==> src/stam_pkg.sv <==
`timescale 1ns / 1ps
// Shared types and constants for the section table address mapper.
// Depends on nothing; every other file imports it.
package stam_pkg;

    localparam int MAX_SECTIONS = 16;
    localparam int WORD_W       = 32;
    localparam int CNT_W        = $clog2(MAX_SECTIONS + 1);
    localparam int IDX_W        = (MAX_SECTIONS > 1) ? $clog2(MAX_SECTIONS) : 1;
    localparam int CFG_IDX_W    = 3;
    localparam int DIV_CNT_W    = $clog2(WORD_W);

    localparam logic [WORD_W-1:0] NT_HEADERS_BYTES     = WORD_W'(264);
    localparam logic [WORD_W-1:0] SECTION_HEADER_BYTES = WORD_W'(40);
    localparam logic [WORD_W-1:0] SECTION_ALIGN_RESET  = WORD_W'(4096);
    localparam logic [WORD_W-1:0] FILE_ALIGN_RESET     = WORD_W'(512);

    localparam logic [CFG_IDX_W-1:0] CFG_IMAGE_VALID      = CFG_IDX_W'(0);
    localparam logic [CFG_IDX_W-1:0] CFG_NT_HEADER_OFFSET = CFG_IDX_W'(1);
    localparam logic [CFG_IDX_W-1:0] CFG_HEADER_AREA_SIZE = CFG_IDX_W'(2);
    localparam logic [CFG_IDX_W-1:0] CFG_SECTION_ALIGN    = CFG_IDX_W'(3);
    localparam logic [CFG_IDX_W-1:0] CFG_FILE_ALIGN       = CFG_IDX_W'(4);

    typedef enum logic [1:0] {
        KIND_APPEND,
        KIND_ADD,
        KIND_RVA_TO_OFF,
        KIND_OFF_TO_RVA
    } kind_t;

    typedef enum logic [2:0] {
        STAT_OK,
        STAT_NOT_FOUND,
        STAT_NO_ROOM,
        STAT_FULL,
        STAT_INVALID
    } status_t;

    typedef enum logic [3:0] {
        ST_IDLE,
        ST_DISPATCH,
        ST_ROOM,
        ST_LAST_RD,
        ST_LAST_SUM,
        ST_RU_LOAD,
        ST_RU_TEST,
        ST_RU_WAIT,
        ST_RU_STORE,
        ST_LOOK_RD,
        ST_LOOK_CMP,
        ST_LOOK_MAP,
        ST_FINISH
    } state_t;

    typedef struct packed {
        logic [WORD_W-1:0] virt_addr;
        logic [WORD_W-1:0] virt_size;
        logic [WORD_W-1:0] raw_ptr;
        logic [WORD_W-1:0] raw_size;
    } entry_t;

    typedef struct packed {
        logic              start;
        logic [WORD_W-1:0] dividend;
        logic [WORD_W-1:0] divisor;
    } div_req_t;

    typedef struct packed {
        logic              done;
        logic [WORD_W-1:0] remainder;
    } div_rsp_t;

endpackage

==> src/stam_req_if.sv <==
`timescale 1ns / 1ps
// Request channel: one operation word with its operands.
// Depends on stam_pkg.
interface stam_req_if import stam_pkg::*; ();

    logic              valid;
    logic              ready;
    kind_t             kind;
    logic [WORD_W-1:0] address;
    logic [WORD_W-1:0] section_size;
    logic [WORD_W-1:0] entry_virtual_address;
    logic [WORD_W-1:0] entry_raw_pointer;
    logic [WORD_W-1:0] entry_raw_size;

    modport source (
        output valid, kind, address, section_size,
               entry_virtual_address, entry_raw_pointer, entry_raw_size,
        input  ready
    );

    modport sink (
        input  valid, kind, address, section_size,
               entry_virtual_address, entry_raw_pointer, entry_raw_size,
        output ready
    );

endinterface

==> src/stam_rsp_if.sv <==
`timescale 1ns / 1ps
// Response channel: one result word per request word.
// Depends on stam_pkg.
interface stam_rsp_if import stam_pkg::*; ();

    logic              valid;
    logic              ready;
    status_t           status;
    logic [WORD_W-1:0] mapped_address;
    logic [WORD_W-1:0] placed_raw_offset;
    logic [WORD_W-1:0] placed_raw_size;
    logic [WORD_W-1:0] image_size;

    modport source (
        output valid, status, mapped_address, placed_raw_offset,
               placed_raw_size, image_size,
        input  ready
    );

    modport sink (
        input  valid, status, mapped_address, placed_raw_offset,
               placed_raw_size, image_size,
        output ready
    );

endinterface

==> src/stam_cfg_if.sv <==
`timescale 1ns / 1ps
// Configuration write channel: register index and write data.
// Depends on stam_pkg.
interface stam_cfg_if import stam_pkg::*; ();

    logic                 valid;
    logic                 ready;
    logic [CFG_IDX_W-1:0] index;
    logic [WORD_W-1:0]    data;

    modport source (
        output valid, index, data,
        input  ready
    );

    modport sink (
        input  valid, index, data,
        output ready
    );

endinterface

==> src/section_table_address_mapper.sv <==
`timescale 1ns / 1ps
// Section table address mapper: section table memory, sequencer and datapath.
// Depends on stam_pkg, the three channel interfaces and stam_rem_unit.
//
//  Channel | Direction | Carries
//  --------+-----------+-------------------------------------------------
//  cfg     | in        | register index and 32-bit write data
//  req     | in        | operation kind, address and entry operands
//  rsp     | out       | status and four 32-bit result fields
//
// A translation scans the table entries in order until one holds the address.
// An add runs four round-ups through the shared 32-step remainder unit.
// Reset clears the entry count and loads the default alignments.
// A waiting response does not block the next request, but the next result
// is held in the sequencer until the response register is free.
module section_table_address_mapper import stam_pkg::*; (
    input  logic       clk,
    input  logic       rst_n,
    stam_cfg_if.sink   cfg,
    stam_req_if.sink   req,
    stam_rsp_if.source rsp
);

    state_t            state_reg, state_next;
    logic [CNT_W-1:0]  count_reg, count_next;
    logic [CNT_W-1:0]  idx_reg, idx_next;
    logic [1:0]        op_reg, op_next;

    logic              valid_cfg_reg;
    logic [WORD_W-1:0] nt_reg;
    logic [WORD_W-1:0] hdr_reg;
    logic [WORD_W-1:0] sa_reg;
    logic [WORD_W-1:0] fa_reg;

    kind_t             kind_reg, kind_next;
    logic [WORD_W-1:0] addr_reg, addr_next;
    logic [WORD_W-1:0] size_reg, size_next;
    logic [WORD_W-1:0] eva_reg, eva_next;
    logic [WORD_W-1:0] erp_reg, erp_next;
    logic [WORD_W-1:0] ers_reg, ers_next;

    status_t           wk_status_reg, wk_status_next;
    logic [WORD_W-1:0] wk_mapped_reg, wk_mapped_next;
    logic [WORD_W-1:0] wk_off_reg, wk_off_next;
    logic [WORD_W-1:0] wk_psize_reg, wk_psize_next;
    logic [WORD_W-1:0] wk_img_reg, wk_img_next;

    logic [WORD_W-1:0] base_va_reg, base_va_next;
    logic [WORD_W-1:0] base_off_reg, base_off_next;
    logic [WORD_W-1:0] ru_v_reg, ru_v_next;
    logic [WORD_W-1:0] ru_a_reg, ru_a_next;
    logic [WORD_W-1:0] ru_res_reg, ru_res_next;
    logic [WORD_W-1:0] diff_reg, diff_next;
    logic [WORD_W-1:0] to_reg, to_next;

    logic              rsp_valid_reg, rsp_valid_next;
    status_t           out_status_reg, out_status_next;
    logic [WORD_W-1:0] out_mapped_reg, out_mapped_next;
    logic [WORD_W-1:0] out_off_reg, out_off_next;
    logic [WORD_W-1:0] out_psize_reg, out_psize_next;
    logic [WORD_W-1:0] out_img_reg, out_img_next;

    entry_t            table_mem [MAX_SECTIONS];
    entry_t            rd_reg;
    logic [IDX_W-1:0]  rd_addr;
    logic [IDX_W-1:0]  wr_addr;
    logic              mem_we;
    entry_t            wr_row;

    div_req_t          div_req;
    div_rsp_t          div_rsp;

    logic              full;
    logic [WORD_W-1:0] room_end;
    logic              room_fail;
    logic [CNT_W-1:0]  last_cnt;
    logic [WORD_W-1:0] from_base;
    logic [WORD_W-1:0] from_len;
    logic [WORD_W-1:0] from_end;
    logic [WORD_W-1:0] to_base;
    logic              hit;
    logic [CNT_W-1:0]  idx_inc;

    stam_rem_unit u_rem (
        .clk     (clk),
        .rst_n   (rst_n),
        .div_req (div_req),
        .div_rsp (div_rsp)
    );

    assign cfg.ready = 1'b1;
    assign req.ready = (state_reg == ST_IDLE);

    assign rsp.valid             = rsp_valid_reg;
    assign rsp.status            = out_status_reg;
    assign rsp.mapped_address    = out_mapped_reg;
    assign rsp.placed_raw_offset = out_off_reg;
    assign rsp.placed_raw_size   = out_psize_reg;
    assign rsp.image_size        = out_img_reg;

    always_comb
    begin
        full      = (count_reg == CNT_W'(MAX_SECTIONS));
        room_end  = nt_reg + NT_HEADERS_BYTES + SECTION_HEADER_BYTES
                    + WORD_W'(count_reg) * SECTION_HEADER_BYTES;
        room_fail = (room_end > hdr_reg);
        last_cnt  = count_reg - 1'b1;
        idx_inc   = idx_reg + 1'b1;
        rd_addr   = (state_reg == ST_LAST_RD) ? last_cnt[IDX_W-1:0] : idx_reg[IDX_W-1:0];
        wr_addr   = count_reg[IDX_W-1:0];
        if (kind_reg == KIND_RVA_TO_OFF)
        begin
            from_base = rd_reg.virt_addr;
            from_len  = rd_reg.virt_size;
            to_base   = rd_reg.raw_ptr;
        end
        else
        begin
            from_base = rd_reg.raw_ptr;
            from_len  = rd_reg.raw_size;
            to_base   = rd_reg.virt_addr;
        end
        from_end = from_base + from_len;
        hit      = (addr_reg >= from_base) && (addr_reg < from_end);
    end

    always_comb
    begin
        state_next      = state_reg;
        count_next      = count_reg;
        idx_next        = idx_reg;
        op_next         = op_reg;
        kind_next       = kind_reg;
        addr_next       = addr_reg;
        size_next       = size_reg;
        eva_next        = eva_reg;
        erp_next        = erp_reg;
        ers_next        = ers_reg;
        wk_status_next  = wk_status_reg;
        wk_mapped_next  = wk_mapped_reg;
        wk_off_next     = wk_off_reg;
        wk_psize_next   = wk_psize_reg;
        wk_img_next     = wk_img_reg;
        base_va_next    = base_va_reg;
        base_off_next   = base_off_reg;
        ru_v_next       = ru_v_reg;
        ru_a_next       = ru_a_reg;
        ru_res_next     = ru_res_reg;
        diff_next       = diff_reg;
        to_next         = to_reg;
        rsp_valid_next  = rsp_valid_reg;
        out_status_next = out_status_reg;
        out_mapped_next = out_mapped_reg;
        out_off_next    = out_off_reg;
        out_psize_next  = out_psize_reg;
        out_img_next    = out_img_reg;
        mem_we          = 1'b0;
        wr_row          = '{virt_addr: eva_reg, virt_size: size_reg,
                            raw_ptr: erp_reg, raw_size: ers_reg};
        div_req         = '{start: 1'b0, dividend: ru_v_reg, divisor: ru_a_reg};

        if (rsp_valid_reg && rsp.ready)
        begin
            rsp_valid_next = 1'b0;
        end

        case (state_reg)
            ST_IDLE:
            begin
                if (req.valid)
                begin
                    kind_next      = req.kind;
                    addr_next      = req.address;
                    size_next      = req.section_size;
                    eva_next       = req.entry_virtual_address;
                    erp_next       = req.entry_raw_pointer;
                    ers_next       = req.entry_raw_size;
                    wk_status_next = STAT_OK;
                    wk_mapped_next = '0;
                    wk_off_next    = '0;
                    wk_psize_next  = '0;
                    wk_img_next    = '0;
                    state_next     = ST_DISPATCH;
                end
            end
            ST_DISPATCH:
            begin
                if (!valid_cfg_reg)
                begin
                    wk_status_next = STAT_INVALID;
                    state_next     = ST_FINISH;
                end
                else
                begin
                    case (kind_reg)
                        KIND_APPEND:
                        begin
                            if (full)
                            begin
                                wk_status_next = STAT_FULL;
                            end
                            else
                            begin
                                mem_we     = 1'b1;
                                count_next = count_reg + 1'b1;
                            end
                            state_next = ST_FINISH;
                        end
                        KIND_ADD:
                        begin
                            state_next = ST_ROOM;
                        end
                        default:
                        begin
                            idx_next = '0;
                            if (count_reg == '0)
                            begin
                                wk_status_next = STAT_NOT_FOUND;
                                state_next     = ST_FINISH;
                            end
                            else
                            begin
                                state_next = ST_LOOK_RD;
                            end
                        end
                    endcase
                end
            end
            ST_ROOM:
            begin
                op_next = '0;
                if (room_fail)
                begin
                    wk_status_next = STAT_NO_ROOM;
                    state_next     = ST_FINISH;
                end
                else if (full)
                begin
                    wk_status_next = STAT_FULL;
                    state_next     = ST_FINISH;
                end
                else if (count_reg != '0)
                begin
                    state_next = ST_LAST_RD;
                end
                else
                begin
                    base_va_next  = hdr_reg;
                    base_off_next = hdr_reg;
                    state_next    = ST_RU_LOAD;
                end
            end
            ST_LAST_RD:
            begin
                state_next = ST_LAST_SUM;
            end
            ST_LAST_SUM:
            begin
                base_va_next  = rd_reg.virt_addr + rd_reg.virt_size;
                base_off_next = rd_reg.raw_ptr + rd_reg.raw_size;
                state_next    = ST_RU_LOAD;
            end
            ST_RU_LOAD:
            begin
                case (op_reg)
                    2'd0:
                    begin
                        ru_v_next = base_va_reg;
                        ru_a_next = sa_reg;
                    end
                    2'd1:
                    begin
                        ru_v_next = base_off_reg;
                        ru_a_next = fa_reg;
                    end
                    2'd2:
                    begin
                        ru_v_next = size_reg;
                        ru_a_next = fa_reg;
                    end
                    default:
                    begin
                        ru_v_next = wk_mapped_reg + size_reg;
                        ru_a_next = sa_reg;
                    end
                endcase
                state_next = ST_RU_TEST;
            end
            ST_RU_TEST:
            begin
                if (ru_a_reg == '0)
                begin
                    ru_res_next = ru_v_reg;
                    state_next  = ST_RU_STORE;
                end
                else
                begin
                    div_req.start = 1'b1;
                    state_next    = ST_RU_WAIT;
                end
            end
            ST_RU_WAIT:
            begin
                if (div_rsp.done)
                begin
                    if (div_rsp.remainder == '0)
                    begin
                        ru_res_next = ru_v_reg;
                    end
                    else
                    begin
                        ru_res_next = ru_v_reg + (ru_a_reg - div_rsp.remainder);
                    end
                    state_next = ST_RU_STORE;
                end
            end
            ST_RU_STORE:
            begin
                case (op_reg)
                    2'd0:
                    begin
                        wk_mapped_next = ru_res_reg;
                        op_next        = op_reg + 1'b1;
                        state_next     = ST_RU_LOAD;
                    end
                    2'd1:
                    begin
                        wk_off_next = ru_res_reg;
                        op_next     = op_reg + 1'b1;
                        state_next  = ST_RU_LOAD;
                    end
                    2'd2:
                    begin
                        wk_psize_next = ru_res_reg;
                        op_next       = op_reg + 1'b1;
                        state_next    = ST_RU_LOAD;
                    end
                    default:
                    begin
                        wk_img_next = ru_res_reg;
                        mem_we      = 1'b1;
                        wr_row      = '{virt_addr: wk_mapped_reg, virt_size: size_reg,
                                        raw_ptr: wk_off_reg, raw_size: wk_psize_reg};
                        count_next  = count_reg + 1'b1;
                        state_next  = ST_FINISH;
                    end
                endcase
            end
            ST_LOOK_RD:
            begin
                state_next = ST_LOOK_CMP;
            end
            ST_LOOK_CMP:
            begin
                if (hit)
                begin
                    diff_next  = addr_reg - from_base;
                    to_next    = to_base;
                    state_next = ST_LOOK_MAP;
                end
                else if (idx_inc == count_reg)
                begin
                    wk_status_next = STAT_NOT_FOUND;
                    state_next     = ST_FINISH;
                end
                else
                begin
                    idx_next   = idx_inc;
                    state_next = ST_LOOK_RD;
                end
            end
            ST_LOOK_MAP:
            begin
                wk_mapped_next = to_reg + diff_reg;
                state_next     = ST_FINISH;
            end
            ST_FINISH:
            begin
                if (!rsp_valid_reg || rsp.ready)
                begin
                    rsp_valid_next  = 1'b1;
                    out_status_next = wk_status_reg;
                    out_mapped_next = wk_mapped_reg;
                    out_off_next    = wk_off_reg;
                    out_psize_next  = wk_psize_reg;
                    out_img_next    = wk_img_reg;
                    state_next      = ST_IDLE;
                end
            end
            default:
            begin
                state_next = ST_IDLE;
            end
        endcase
    end

    always_ff @(posedge clk or negedge rst_n)
    begin
        if (!rst_n)
        begin
            state_reg     <= ST_IDLE;
        end
        else
        begin
            state_reg     <= state_next;
        end
    end

    always_ff @(posedge clk or negedge rst_n)
    begin
        if (!rst_n)
        begin
            count_reg     <= '0;
            idx_reg       <= '0;
            op_reg        <= '0;
            rsp_valid_reg <= 1'b0;
            valid_cfg_reg <= 1'b0;
            nt_reg        <= '0;
            hdr_reg       <= '0;
            sa_reg        <= SECTION_ALIGN_RESET;
            fa_reg        <= FILE_ALIGN_RESET;
        end
        else
        begin
            count_reg     <= count_next;
            idx_reg       <= idx_next;
            op_reg        <= op_next;
            rsp_valid_reg <= rsp_valid_next;
            if (cfg.valid)
            begin
                case (cfg.index)
                    CFG_IMAGE_VALID:      valid_cfg_reg <= cfg.data[0];
                    CFG_NT_HEADER_OFFSET: nt_reg        <= cfg.data;
                    CFG_HEADER_AREA_SIZE: hdr_reg       <= cfg.data;
                    CFG_SECTION_ALIGN:    sa_reg        <= cfg.data;
                    CFG_FILE_ALIGN:       fa_reg        <= cfg.data;
                    default:              ;
                endcase
            end
        end
    end

    always_ff @(posedge clk)
    begin
        kind_reg       <= kind_next;
        addr_reg       <= addr_next;
        size_reg       <= size_next;
        eva_reg        <= eva_next;
        erp_reg        <= erp_next;
        ers_reg        <= ers_next;
        wk_status_reg  <= wk_status_next;
        wk_mapped_reg  <= wk_mapped_next;
        wk_off_reg     <= wk_off_next;
        wk_psize_reg   <= wk_psize_next;
        wk_img_reg     <= wk_img_next;
        base_va_reg    <= base_va_next;
        base_off_reg   <= base_off_next;
        ru_v_reg       <= ru_v_next;
        ru_a_reg       <= ru_a_next;
        ru_res_reg     <= ru_res_next;
        diff_reg       <= diff_next;
        to_reg         <= to_next;
        out_status_reg <= out_status_next;
        out_mapped_reg <= out_mapped_next;
        out_off_reg    <= out_off_next;
        out_psize_reg  <= out_psize_next;
        out_img_reg    <= out_img_next;
    end

    always_ff @(posedge clk)
    begin
        if (mem_we)
        begin
            table_mem[wr_addr] <= wr_row;
        end
        rd_reg <= table_mem[rd_addr];
    end

    // The table never holds more entries than it has rows.
    a_count_bound: assert property (@(posedge clk) disable iff (!rst_n)
        count_reg <= CNT_W'(MAX_SECTIONS))
        else $error("entry count beyond table depth");

    // Entries are only ever added one at a time.
    a_count_step: assert property (@(posedge clk) disable iff (!rst_n)
        (count_reg != $past(count_reg)) |-> (count_reg == $past(count_reg) + 1'b1))
        else $error("entry count moved by other than one");

    // The remainder unit only finishes while the sequencer waits for it.
    a_div_done: assert property (@(posedge clk) disable iff (!rst_n)
        div_rsp.done |-> (state_reg == ST_RU_WAIT))
        else $error("remainder finished outside its wait state");

    // An accepted request is decoded in the following cycle.
    a_accept: assert property (@(posedge clk) disable iff (!rst_n)
        (req.valid && req.ready) |=> (state_reg == ST_DISPATCH))
        else $error("accepted request not dispatched");

    // A finished result is never dropped while the response register is busy.
    a_finish: assert property (@(posedge clk) disable iff (!rst_n)
        (state_reg == ST_FINISH && rsp_valid_reg && !rsp.ready)
        |=> (state_reg == ST_FINISH && rsp_valid_reg))
        else $error("result lost while response stalled");

endmodule

==> src/stam_rem_unit.sv <==
`timescale 1ns / 1ps
// Iterative restoring remainder unit, one quotient bit per cycle.
// Depends on stam_pkg.
module stam_rem_unit import stam_pkg::*; (
    input  logic     clk,
    input  logic     rst_n,
    input  div_req_t div_req,
    output div_rsp_t div_rsp
);

    logic                 busy_reg, busy_next;
    logic                 done_reg, done_next;
    logic [DIV_CNT_W-1:0] cnt_reg, cnt_next;
    logic [WORD_W-1:0]    dvd_reg, dvd_next;
    logic [WORD_W-1:0]    dsr_reg, dsr_next;
    logic [WORD_W-1:0]    rem_reg, rem_next;
    logic [WORD_W:0]      trial;
    logic [WORD_W:0]      diff;

    always_comb
    begin
        trial     = {rem_reg, dvd_reg[WORD_W-1]};
        diff      = trial - {1'b0, dsr_reg};
        busy_next = busy_reg;
        done_next = 1'b0;
        cnt_next  = cnt_reg;
        dvd_next  = dvd_reg;
        dsr_next  = dsr_reg;
        rem_next  = rem_reg;
        if (div_req.start)
        begin
            busy_next = 1'b1;
            cnt_next  = DIV_CNT_W'(WORD_W - 1);
            dvd_next  = div_req.dividend;
            dsr_next  = div_req.divisor;
            rem_next  = '0;
        end
        else if (busy_reg)
        begin
            rem_next = diff[WORD_W] ? trial[WORD_W-1:0] : diff[WORD_W-1:0];
            dvd_next = {dvd_reg[WORD_W-2:0], 1'b0};
            if (cnt_reg == '0)
            begin
                busy_next = 1'b0;
                done_next = 1'b1;
            end
            else
            begin
                cnt_next = cnt_reg - 1'b1;
            end
        end
    end

    always_ff @(posedge clk or negedge rst_n)
    begin
        if (!rst_n)
        begin
            busy_reg <= 1'b0;
            done_reg <= 1'b0;
            cnt_reg  <= '0;
        end
        else
        begin
            busy_reg <= busy_next;
            done_reg <= done_next;
            cnt_reg  <= cnt_next;
        end
    end

    always_ff @(posedge clk)
    begin
        dvd_reg <= dvd_next;
        dsr_reg <= dsr_next;
        rem_reg <= rem_next;
    end

    assign div_rsp.done      = done_reg;
    assign div_rsp.remainder = rem_reg;

endmodule
==> src/flat_wrapper.sv <==
// flat-port wrapper written by rule: the top's interface ports become plain ports
module section_table_address_mapper_flat import stam_pkg::*;
  (clk, rst_n, cfg_valid, cfg_index, cfg_data, cfg_ready, req_valid, req_kind, req_address, req_section_size, req_entry_virtual_address, req_entry_raw_pointer, req_entry_raw_size, req_ready, rsp_valid, rsp_status, rsp_mapped_address, rsp_placed_raw_offset, rsp_placed_raw_size, rsp_image_size, rsp_ready);
  stam_cfg_if cfg_i ();
  stam_req_if req_i ();
  stam_rsp_if rsp_i ();
  input  logic clk;
  input  logic rst_n;
  input wire logic [$bits(cfg_i.valid)-1:0] cfg_valid;
  input wire logic [$bits(cfg_i.index)-1:0] cfg_index;
  input wire logic [$bits(cfg_i.data)-1:0] cfg_data;
  output wire logic [$bits(cfg_i.ready)-1:0] cfg_ready;
  input wire logic [$bits(req_i.valid)-1:0] req_valid;
  input wire logic [$bits(req_i.kind)-1:0] req_kind;
  input wire logic [$bits(req_i.address)-1:0] req_address;
  input wire logic [$bits(req_i.section_size)-1:0] req_section_size;
  input wire logic [$bits(req_i.entry_virtual_address)-1:0] req_entry_virtual_address;
  input wire logic [$bits(req_i.entry_raw_pointer)-1:0] req_entry_raw_pointer;
  input wire logic [$bits(req_i.entry_raw_size)-1:0] req_entry_raw_size;
  output wire logic [$bits(req_i.ready)-1:0] req_ready;
  output wire logic [$bits(rsp_i.valid)-1:0] rsp_valid;
  output wire logic [$bits(rsp_i.status)-1:0] rsp_status;
  output wire logic [$bits(rsp_i.mapped_address)-1:0] rsp_mapped_address;
  output wire logic [$bits(rsp_i.placed_raw_offset)-1:0] rsp_placed_raw_offset;
  output wire logic [$bits(rsp_i.placed_raw_size)-1:0] rsp_placed_raw_size;
  output wire logic [$bits(rsp_i.image_size)-1:0] rsp_image_size;
  input wire logic [$bits(rsp_i.ready)-1:0] rsp_ready;
  assign cfg_i.valid = cfg_valid;
  assign cfg_i.index = cfg_index;
  assign cfg_i.data = cfg_data;
  assign cfg_ready = cfg_i.ready;
  assign req_i.valid = req_valid;
  assign req_i.kind = req_kind;
  assign req_i.address = req_address;
  assign req_i.section_size = req_section_size;
  assign req_i.entry_virtual_address = req_entry_virtual_address;
  assign req_i.entry_raw_pointer = req_entry_raw_pointer;
  assign req_i.entry_raw_size = req_entry_raw_size;
  assign req_ready = req_i.ready;
  assign rsp_valid = rsp_i.valid;
  assign rsp_status = rsp_i.status;
  assign rsp_mapped_address = rsp_i.mapped_address;
  assign rsp_placed_raw_offset = rsp_i.placed_raw_offset;
  assign rsp_placed_raw_size = rsp_i.placed_raw_size;
  assign rsp_image_size = rsp_i.image_size;
  assign rsp_i.ready = rsp_ready;
  section_table_address_mapper u_core (.clk(clk), .rst_n(rst_n), .cfg(cfg_i), .req(req_i), .rsp(rsp_i));
endmodule
==> config.mk <==
export PLATFORM = sky130hd
export DESIGN_NAME = section_table_address_mapper_flat
export DESIGN_NICKNAME = d
export VERILOG_FILES = /design/src/stam_pkg.sv /design/src/stam_req_if.sv /design/src/stam_rsp_if.sv /design/src/stam_cfg_if.sv /design/src/section_table_address_mapper.sv /design/src/stam_rem_unit.sv /design/src/flat_wrapper.sv
export SDC_FILE = /design/constraint.sdc
export NUM_CORES = 2
export LEC_CHECK = 0
export ABC_AREA = 1
export BUFFER_PORTS_ARGS = -buffer_cell sky130_fd_sc_hd__buf_2
export CORE_ASPECT_RATIO = 1.25
export CORE_MARGIN = 2
export CORE_UTILIZATION = 60
export DETAILED_ROUTE_END_ITERATION = 7
export PLACE_DENSITY_LB_ADDON = 0.3
export RECOVER_POWER = 50
export SETUP_SLACK_MARGIN = 0.2
export SYNTH_ARGS = -nofsm -noshare
export SYNTH_HDL_FRONTEND = slang
export SYNTH_HIERARCHICAL = 1
export SYNTH_SLANG_ARGS = --single-unit
==> constraint.sdc <==
create_clock -name clk -period 12.7 [get_ports clk]
set_input_delay 1.27 -clock clk [delete_from_list [all_inputs] [get_ports clk]]
set_output_delay 1.27 -clock clk [all_outputs]
set_load 0.05 [all_outputs]
# --- Yosys cells after proc, flatten, opt, wreduce, memory -nomap -nowiden ---
# Memories as Yosys holds them, arrays and structs flattened. A register that Yosys moved wholly into a read port is not among the register bits.
# Cells that the tools add are included.
word_totals:
  ram_bits: 2048
  in_bits: 202
  romBits: 0
  n_memories: 1
  elab_cells: 235
  latchBits: 0
  reg_bits: 897
  output_inout_bits: 134
op_classes:
  div_mod_pow: 0
  shifts: 0
  mux: 85
  n_addsub: 17
  reduce_logical: 45
  bitwise_logic: 0
  n_eq_ne: 44
  n_lt_le_gt_ge: 3
  multipliers: 1
mem_list:
  columns: ["memory", "words", "width", "rd", "rd_ports_with_merged_regs", "write_ports", "line_no", "text"]
  rows:
  - ["u_core.table_mem", 16, 128, 1, 1, 1, "section_table_address_mapper.sv:63", "entry_t table_mem [MAX_SECTIONS];"]
ops:
  columns: ["cell", "count"]
  rows:
  - ["$mux 32", 18]
  - ["$pmux 32 s2", 6]
  - ["$mux 128", 2]
  - ["$add 32x32->32", 6]
  - ["$pmux 32 s3", 2]
  - ["$logic_not 32->1", 2]
  - ["$sub 32x32->32", 2]
  - ["$mux 5", 11]
  - ["$pmux 4 s13", 1]
  - ["$mux 4", 10]
  - ["$sub 33x32->33", 1]
  - ["$add 32x11->32", 1]
  - ["$add 32x6->32 const B", 1]
  - ["$add 32x9->32 const B", 1]
  - ["$ge 32x32->1", 1]
  - ["$gt 32x32->1", 1]
  - ["$lt 32x32->1", 1]
  - ["$mux 3", 10]
  - ["$ne 2x2->1 const B", 11]
  - ["$eq 4x4->1 const B", 5]
  - ["$pmux 5 s2", 2]
  - ["$reduce_and 2->1", 10]
  - ["$ne 2x1->1 const B", 9]
  - ["$reduce_and 3->1", 6]
  - ["other kinds (40)", 75]

# --- Longest topological paths before layout ---
logic_depth:
  ltp_word: 7
  ltp_mapped: 33
  ltp_nobuf: 33

# --- By module ---
# Netlist, hierarchy kept.
modules_own_cells:
  columns: ["module", "cells_each", "n_inst", "seq_area_each_um2", "area_each_um2"]
  rows:
  - ["section_table_address_mapper", 10977, 1, 87176.1, 127491.0]
  - ["stam_rem_unit", 1041, 1, 2737.6, 7046.8]

# --- Worst setup path before layout ---
# OpenSTA, ideal clock, no wires.
synth_timing:
  kind: "reg2reg"
  start: "register u_core.state_reg[1]"
  end: "register u_core.wk_psize_reg[0] (enable)"
  required_ns: 12.234
  synth_period_minus_slack_ns: 10.904
  path_buffers: 0
  stages_incl_launch_ff: 8
  setup_ns: 0.466
  path_slack_ns: 1.796
  t_arrival_ns: 10.439
  cell_sequence: "dfrtp_1 -> nor2_1 -> inv_1 -> nor2_1 -> inv_1 -> nor2_1 -> inv_1 -> o21ai_0"
synth_between:
  elab_chain_cells: 3
  word_cells_on_any_way: 6
  cone_classes: "eq/ne: 3; reduce/logical: 3"
synth_lines:
  columns: ["item", "line_no", "text"]
  rows:
  - ["start, declared", "section_table_address_mapper.sv:24", "state_t state_reg, state_next;"]
  - ["start signal, assigned", "section_table_address_mapper.sv:405", "state_reg <= state_next;"]
  - ["$logic_not 4->1 (*)", null, null]
  - ["net req_ready", "flat_wrapper.sv:20", "output wire logic [$bits(req_i.ready)-1:0] req_ready;"]
  - ["$ne 2x2->1 (no line) / $reduce_bool 2->1 (equally long branches)", null, null]
  - ["$reduce_and 3->1 (no line) (*)", null, null]
  - ["end signal, assigned", "section_table_address_mapper.sv:454", "wk_psize_reg <= wk_psize_next;"]
  - ["end, declared", "section_table_address_mapper.sv:45", "logic [WORD_W-1:0] wk_psize_reg, wk_psize_next;"]
# Mark *: on every way through the listed nets, which the timed path passes. The rest lies on a longest branch.
# A chain may end at the register's enable or synchronous reset.

# --- Worst setup path in the final report ---
layout_timing:
  start: "register u_core.state_reg[1]"
  end: "register u_core.addr_reg[21] (enable)"
layout_between:
  elab_chain_cells: 2
layout_lines:
  columns: ["item", "line_no", "text"]
  rows:
  - ["$logic_not 4->1", "section_table_address_mapper.sv:167", "case (state_reg)"]
  - ["$reduce_and 2->1 (no line)", null, null]
  - ["end signal, assigned", "section_table_address_mapper.sv:446", "addr_reg <= addr_next;"]
  - ["end, declared", "section_table_address_mapper.sv:36", "logic [WORD_W-1:0] addr_reg, addr_next;"]
# No other way between the ends.

==> run_results.csv <==
group,metric,value,unit
run_status,outcome,"finished, violations left",
run_status,failed_checks,"max-capacitance violations, max-slew violations",
synthesis,postSynthCellCount,12018,
routing,detailedRoute.firstPassIterationCount,6,
power_and_ir_drop,power.switching_fraction,39.67,%
floorplan,core,223300,um^2
grt,number_of_antenna_violations_at_the_first_check_in_global_routing,61,
grt,grt_util_all_layers,39.39,%
routing,wire_per_inst,29.52,um
cells_and_area,flow.area_growth_from_synthesis,10.61,%
run,max_cap_violations,44,
power_and_ir_drop,static-leakage-power,54.90,nW
grt,gr-total-overflow,0,
sta,final_report_max_slew_violation_count,1582,
grt,first_global_vias,93934,
floorplan,floorplan.initialDensity,60.25,%
clocking,clkLatencyLatePin,900,ps
clocking,cts_htree_levels,5,
clocking,cts.repair.resized,0,
routing,post_drt_via_cell_ratio,6.402,
synthesis,postSynthAreaPerCell,11.19,um^2
power_and_ir_drop,power.combinational.fraction,35.5,%
power_and_ir_drop,power.ir.vdd_worst,0.1674,mV
synthesis,synth-seq-area-share,66.83,%
synthesis,synth_ff_type,"edfxtp_1",
synthesis,post_synth_instance_area,134500,um^2
power_and_ir_drop,power.share.clock,25.6,%
sta,post-route-period-util,75.17,%
power_and_ir_drop,seq_power_share,38.9,%
clocking,ctsLongestPathBuffers,4,
cells_and_area,final_area,148800,um^2
placed_design,place.port_buffers,334,
synthesis,yosys_warnings,6,
worst_hold_path,min-delay-path-class,"register to register",
placed_design,dp.final_hpwl,300800,um
cells_and_area,largest_register_ff_count,2048,
grt,grt_pass1_wl,643700,um
critical_path,timing.critical_path.to_type,"register",
synthesis,synth-edff-count,2760,
sta,final.setup.tns,0,ps
power_and_ir_drop,internal_power,21.27,mW
sta,slew_headroom,-502.5,%
power_and_ir_drop,net-switching-power,13.98,mW
placed_design,gp_congestion,1.055,
placed_design,placement.cell_area,139400,um^2
synthesis,yosys_register_bits,3073,
clocking,clkSinkCount,3073,
critical_path,cp-start-kind,"register",
clocking,post_cts_buffers,0,
floorplan,dieHeight,533.4,um
clocking,hold_buffers,0,
routing,drtAntennaViolNets,0,
clocking,clk_pin_slew_worst_paths,60,ps
critical_path,worstPathRequired,13200,ps
sta,timing.final.setup_violations,0,
synthesis,async_flop_share,4.979,%
clocking,cts-buffers-inserted,302,
floorplan,top_level_ports,336,
floorplan,die_width,427.5,um
cells_and_area,layout-drive-gt1-share,7.132,%
sta,worst_margin_pin_slew,9038,ps
power_and_ir_drop,cellPowerDensity,236.9,nW/um^2
sta,grt_setup_unrepaired,"false",
grt,grt_start_max_net_pins,182,
synthesis,synth.distinct_cells,62,
routing,drc,0,
clocking,tritoncts,"done",
critical_path,worstPathMaxFanout,110,
synthesis,syn-num-nets,12607,
routing,wl,457500,um
critical_path,critPathKind,"register to register",
floorplan,fp.dieArea,228100,um^2
cells_and_area,num-nets-final,12855,
clocking,clockRootBuffer,"clkbuf_16",
routing,num_vias,99235,
sta,clock_skew,57.76,ps
routing,first_iter_violations,15339,
sta,finalCriticalPeriod,9546,ps
floorplan,rows,194,
sta,final_hold_viol_count,0,
sta,fmax,0.1048,GHz
critical_path,cp.arrival,10050,ps
==> power groups by stage <==
| stage | Clock, mW | Sequential (mW) | Combinational [mW] |
|---|---|---|---|
| after floorplan | 0 | 13.2 | 7.91 |
| after global placement | 0 | 13.8 | 12.1 |
| after detailed placement | 0 | 13.8 | 12.2 |
| after CTS | 9.06 | 13.6 | 12.3 |
| after global routing | 9.43 | 13.7 | 13.6 |
| final | 9.03 | 13.7 | 12.5 |
==> per-stage QoR <==
| stage | worst slack, ps | instances | hold WS, ps | total power [mW] | utilization, % |
|---|---|---|---|---|---|
| after global placement | 5444 | 14902 | 403.1 | 25.84 | 62.42 |
| after detailed placement | 5459 | 14902 | 404.5 | 25.95 | 62.42 |
| after floorplan | 1796 | 12018 | 400.3 | 21.14 | - |
| after global routing | 2906 | 15457 | 412.2 | 36.70 | 66.59 |
| after CTS | 5431 | 15447 | 404.5 | 34.92 | 66.84 |
| final | 3154 | 15500 | 413.6 | 35.25 | 66.64 |
==> placed cells by master, fill, tap and decap left out, types with 26 or more instances in the layout <==
cell type / synthesis / layout
o21bai_1: 26 / 26
nor3_1: 57 / 57
clkbuf_1: 448 / 279
dfrtp_1: 151 / 151
clkinv_2: 0 / 59
nor2_1: 1674 / 1663
clkbuf_16: 0 / 306
nand3_1: 233 / 233
nand2_2: 28 / 29
nor4_1: 26 / 26
buf_4: 10 / 92
xor2_1: 85 / 85
o21ai_1: 133 / 131
bufinv_16: 0 / 29
nand2_1: 1799 / 1798
a21o_1: 32 / 32
edfxtp_1: 2760 / 2760
a31oi_1: 28 / 28
clkinv_1: 0 / 36
nand4_1: 65 / 65
o22ai_1: 655 / 654
buf_2: 68 / 159
fa_1: 40 / 40
dfxtp_1: 160 / 160
mux2_2: 62 / 57
a21oi_1: 384 / 383
diode_2: 0 / 53
o21ai_0: 1664 / 1663
inv_1: 821 / 821
xnor2_1: 74 / 74
ha_1: 347 / 347
==> critical path, cell delays in order, from the launching register on <==
cell and delay [ps]:
dfrtp_1 410, nor2_1 160, inv_1 150, nor2_1 250
inv_1 180, nor2_1 180, clkbuf_1 6130, buf_4 1370
==> cell type report <==
type / count / area [um^2]
flip-flops and latches: 3073 / 89910
fillers: 16420 / 74500
multi-input cells: 7557 / 39370
clock buffers: 373 / 8049
well taps: 2940 / 3679
inverters: 838 / 3177
repair buffers: 494 / 2675
clock inverters: 172 / 1813
diodes: 53 / 132.6
==> worst paths after layout <==
kind                                                  from                            endpoint  slack, ps  depth (start not counted)
setup / recovery           u_core/state_reg[1]$_DFFE_PN0P_       u_core/addr_reg[21]$_DFFE_PP_       3150                          7
hold / removal              u_core/wk_img_reg[1]$_DFFE_PP_  u_core/rsp.image_size[1]$_DFFE_PP_        410                          0
hold reg to reg             u_core/wk_img_reg[1]$_DFFE_PP_  u_core/rsp.image_size[1]$_DFFE_PP_        410                          0
setup reg to reg           u_core/state_reg[1]$_DFFE_PN0P_       u_core/addr_reg[21]$_DFFE_PP_       3150                          7
max in group asynchronous                            rst_n      u_core/hdr_reg[20]$_DFFE_PN0P_       5640                          2
min in group asynchronous                            rst_n       u_core/fa_reg[15]$_DFFE_PN0P_       2440                          1
==> synth_stat cells, types with 68 or more instances <==
cell      number  area share, %
edfxtp_1    2760             62
nand2_1     1799            5.0
nor2_1      1674            4.7
o21ai_0     1664            6.2
inv_1        821            2.3
o22ai_1      655            3.0
clkbuf_1     448            1.2
a21oi_1      384            1.4
ha_1         347            3.2
nand3_1      233           0.87
dfxtp_1      160            2.4
dfrtp_1      151            2.8
o21ai_1      133           0.49
xor2_1        85           0.55
xnor2_1       74           0.48
buf_2         68           0.25
==> kinds of logic after synthesis <==
kind of cell               synth area share, %
muxes                                   0.5264
AOI/OAI and AO/OA                        12.04
and+or+nand+nor                          11.72
xor gates and xnor gates                 1.035
DFF                                      66.83
other                                 0.002787
adders and majority gates                3.822
buffers and inverters                    4.016
==> routing by layer <==
| metal | track usage [%] | wire [um] |
|---|---|---|
| met2 | 60.55 | 209900 |
| met5 | 0 | 290 |
| met4 | 26.56 | 35340 |
| met3 | 8.726 | 51620 |
| met1 | 50.25 | 160400 |
Note: power is estimated with default switching activity, not from simulation.
